File: src/rtl/core/rtrw_fifo.sv
// ----------------------------------------------------------------------------
// rtrw_fifo
// Small register queue with occupancy count; used for commands and results.
// ----------------------------------------------------------------------------
module rtrw_fifo #(
  parameter int unsigned WIDTH = 8,
  parameter int unsigned DEPTH = 2
) (
  input  logic                         clk_i,
  input  logic                         rst_ni,
  input  logic                         push_i,
  input  logic [WIDTH-1:0]             wdata_i,
  input  logic                         pop_i,
  output logic                         valid_o,
  output logic [WIDTH-1:0]             rdata_o,
  output logic                         full_o,
  output logic [$clog2(DEPTH+1)-1:0]   count_o
);

  localparam int unsigned PtrW = (DEPTH > 1) ? $clog2(DEPTH) : 1;
  localparam int unsigned CntW = $clog2(DEPTH + 1);

  logic [WIDTH-1:0] mem_q [DEPTH];
  logic [PtrW-1:0]  wr_ptr_q, wr_ptr_d;
  logic [PtrW-1:0]  rd_ptr_q, rd_ptr_d;
  logic [CntW-1:0]  cnt_q, cnt_d;
  logic             do_pop;

  assign valid_o = (cnt_q != '0);
  assign full_o  = (cnt_q == CntW'(DEPTH));
  assign count_o = cnt_q;
  assign rdata_o = mem_q[rd_ptr_q];
  assign do_pop  = pop_i && valid_o;

  always_comb begin
    wr_ptr_d = wr_ptr_q;
    rd_ptr_d = rd_ptr_q;
    cnt_d    = cnt_q;
    if (push_i) begin
      wr_ptr_d = (wr_ptr_q == PtrW'(DEPTH - 1)) ? '0 : wr_ptr_q + PtrW'(1);
    end
    if (do_pop) begin
      rd_ptr_d = (rd_ptr_q == PtrW'(DEPTH - 1)) ? '0 : rd_ptr_q + PtrW'(1);
    end
    if (push_i && !do_pop) begin
      cnt_d = cnt_q + CntW'(1);
    end else if (!push_i && do_pop) begin
      cnt_d = cnt_q - CntW'(1);
    end
  end

  always_ff @(posedge clk_i or negedge rst_ni) begin
    if (!rst_ni) begin
      wr_ptr_q <= '0;
      rd_ptr_q <= '0;
      cnt_q    <= '0;
    end else begin
      wr_ptr_q <= wr_ptr_d;
      rd_ptr_q <= rd_ptr_d;
      cnt_q    <= cnt_d;
    end
  end

  always_ff @(posedge clk_i) begin
    if (push_i) begin
      mem_q[wr_ptr_q] <= wdata_i;
    end
  end

endmodule

File: config.mk
export PLATFORM = sky130hd
export DESIGN_NAME = rtrw_fifo
export DESIGN_NICKNAME = d
export VERILOG_FILES = /design/src/rtl/core/rtrw_fifo.sv
export SDC_FILE = /design/constraint.sdc
export NUM_CORES = 1
export LEC_CHECK = 0
export ABC_AREA = 0
export ABC_CLOCK_PERIOD_IN_PS = 3600
export BUFFER_PORTS_ARGS = -buffer_cell sky130_fd_sc_hd__buf_2
export CORE_MARGIN = 1.5
export CORE_UTILIZATION = 51
export CTS_BUF_LIST = sky130_fd_sc_hd__clkbuf_16
export DETAILED_ROUTE_END_ITERATION = 10
export PLACE_DENSITY_LB_ADDON = 0.12
export SLEW_MARGIN = 20
export SYNTH_ARGS = -nofsm -noshare
export SYNTH_HDL_FRONTEND = slang
export SYNTH_SLANG_ARGS = --single-unit
File: constraint.sdc
create_clock -name clk_i -period 3.6 [get_ports clk_i]
set_clock_uncertainty 0.1 [all_clocks]
set_input_delay 1.08 -clock clk_i [delete_from_list [all_inputs] [get_ports clk_i]]
set_output_delay 1.08 -clock clk_i [all_outputs]
set_load 0.01 [all_outputs]
==> results_dict.tcl <==
set metrics [dict create \
    yosysSeqAreaShare_pct 74.5 \
    critPathSlowestCell "dfrtp_1" \
    peakVddDrop_v 0.000644 \
    drv_slew 0 \
    slew-limit-headroom_pct 55.6 \
    r2r-end "count_o[1]$_DFFE_PN0P_" \
    cp-startpoint "rd_ptr_q$_DFFE_PN0P_" \
    p_leak_nw 0.403 \
    reg2reg_depth 5 \
    grt_pass1_wl_um 1940 \
    endpoint "rdata_o[1]" \
    hold_class "reg -> reg" \
    cts_sinks 20 \
    netlist_instances 41 \
    worstHoldStart "wr_ptr_q$_DFFE_PN0P_" \
    overflow 0 \
    setup_viol 0 \
    hold_viol 0 \
    synthTopCellsByCount "edfxtp_1, mux2_2, dfrtp_1, xor2_1, xnor2_1" \
    path_cells "mux2_2 > buf_2" \
    vias 406 \
    routabilityCongestion 0.615 \
    avgSynthCellArea_um2 19.0 \
    hold_ws_ns 0.391 \
    p_per_area_nw_per_um2 827 \
    first_pass_iters 3 \
    die_x_um 42.1 \
    ys_warn_count 0 \
    synth_top_area_cell "edfxtp_1" \
    arrival_ns 1.32 \
    r2r-start "count_o[0]$_DFFE_PN0P_" \
    path_depth 2 \
    worst_pin_slew_ns 0.665 \
    max_stage_delay_ns 0.55 \
    htreeDepth 1 \
    grt_max_degree 11 \
    yosys_most_used_dff "edfxtp_1" \
    cts_hold_buf 0 \
    die_area_um2 1770 \
    fin_crit_ns 2.50 \
    clockBufferDepth 2 \
    numPortBuffers 23 \
    clkTransAtPathRegs_ns 0.05 \
    crit_type "reg -> out" \
    cts_buffers 3 \
    finalNonFillerCells 81 \
    drcViolationCount 0 \
    crit_buf_inv 1 \
    path_max_fanout 9 \
    synth_area_leaders "edfxtp_1, dfrtp_1, mux2_2, xor2_1, xnor2_1" \
    rsz0062_at_grt "no" \
    clock_latency_ns 0.25 \
    dp_hpwl_um 808 \
    row_count 13 \
    final.setup.tns_ns 0 \
    drive_gt1_share_pct 56.1 \
    post-place-ws_ns 1.36 \
    fp.coreArea_um2 1370 \
    drtIter0Drc 2 \
    cp.required_ns 2.42 \
    start_kind "register" \
    ios 24 \
    yosys.cell_types.count 13 \
    critical-path-top-delay-family "flip-flops" \
    yosys.area.top_type_share_pct 61.6 \
    finalCritPeriodShare_pct 69.4 \
    dp_cells 78 \
    totalWireLength_um 1100 \
    status "finished clean" \
    initial_core_util_pct 57.1 \
    cts-resized-gates 0 \
    maxCapViolations 0 \
    vias_per_cell 5.01 \
    synth_nets 54 \
    reg2reg_slack_ns 2.12 \
    grt_pass1_vias 439 \
    fmax_mhz 400 \
    root_buffer "clkbuf_16" \
    ant_nets 0 \
    synth.most_common_cell "edfxtp_1" \
    synthArstFlopShare_pct 20.0 \
    synth-edff-count 16 \
    critPathCaptureType "output pin" \
    nets 81 \
    area_delta_synth_final_pct 25.8 \
    grt_usage_pct 15.7 \
    antennaDiodeCount 0 \
    synth_area_um2 779 \
    cts_setup_buffers 0 \
    routedWlPerCell_um 13.5 \
    ys_ff_latch 20 \
    die_y_um 42.1 \
    antenna_found_initial 0 \
    setup_ws_ns 1.10 \
    cts_tree "yes" \
]
## power by group
group | switching [mW] | internal, mW | total (mW)
registers | 0.0455 | 0.317 | 0.362
logic | 0.108 | 0.126 | 0.234
clock network | 0.0691 | 0.146 | 0.215
## placed cells by master (no fill, tap or decap), drive strengths merged
cell	n
or2	1
nor2	1
dfrtp	4
and2	1
xor2	3
nor2b	1
nand2	1
xnor2	2
and2b	1
buf	23
ha	1
clkbuf	3
edfxtp	16
mux2	8
## layer usage
metal  part of all wire [%]  up-vias  wire length (um)  global-route usage, %
met1                     42      185               455                   18.5
met2                     48       19               525                   24.7
met5                      0        -                 0                      0
li1                       -      200                 -                      -
met4                    1.9        0                21                   7.50
met3                    8.4        2                92                   6.90
## final cells by class
type                       count  area (um2)
timing repair buffer          23         115
fill                          88         385
sequential                    20         581
multi-input combinational     20         191
tap                           15        18.8
clock buffer                   3        75.1
## logic make-up after synthesis
logic type	synth area share [%]
flip-flops	74.5
buffers and inverters	0.963
multiplexers	11.6
XOR/XNOR	5.62
adder cells (fa/ha/maj)	1.60
AND/OR/NAND/NOR	5.78
## per-stage QoR
stage | cell area [um2] | total power [mW] | util [%]
floorplan | 779 | 0.524 | -
global placement | 906 | 0.599 | 66.3
detailed placement | 906 | 0.604 | 66.3
CTS | 981 | 0.825 | 71.8
global route | 981 | 0.861 | 71.8
finish | 981 | 0.811 | 71.8
## registers in the layout, summed over array words and instances (netlist names)
name,count
mem_q,16
count_o,2
wr_ptr_q,1
rd_ptr_q,1
## how the worst min path moves through the flow
stage               slack, ns  cells past startpoint                    to
finish                   0.39                      1  wr_ptr_q$_DFFE_PN0P_
detailed placement       0.38                      1  wr_ptr_q$_DFFE_PN0P_
global route             0.41                      1  wr_ptr_q$_DFFE_PN0P_
floorplan                0.36                      1  wr_ptr_q$_DFFE_PN0P_
global placement         0.38                      1  wr_ptr_q$_DFFE_PN0P_
CTS                      0.39                      1  wr_ptr_q$_DFFE_PN0P_
No activity file was read; power rests on OpenSTA's default activity.
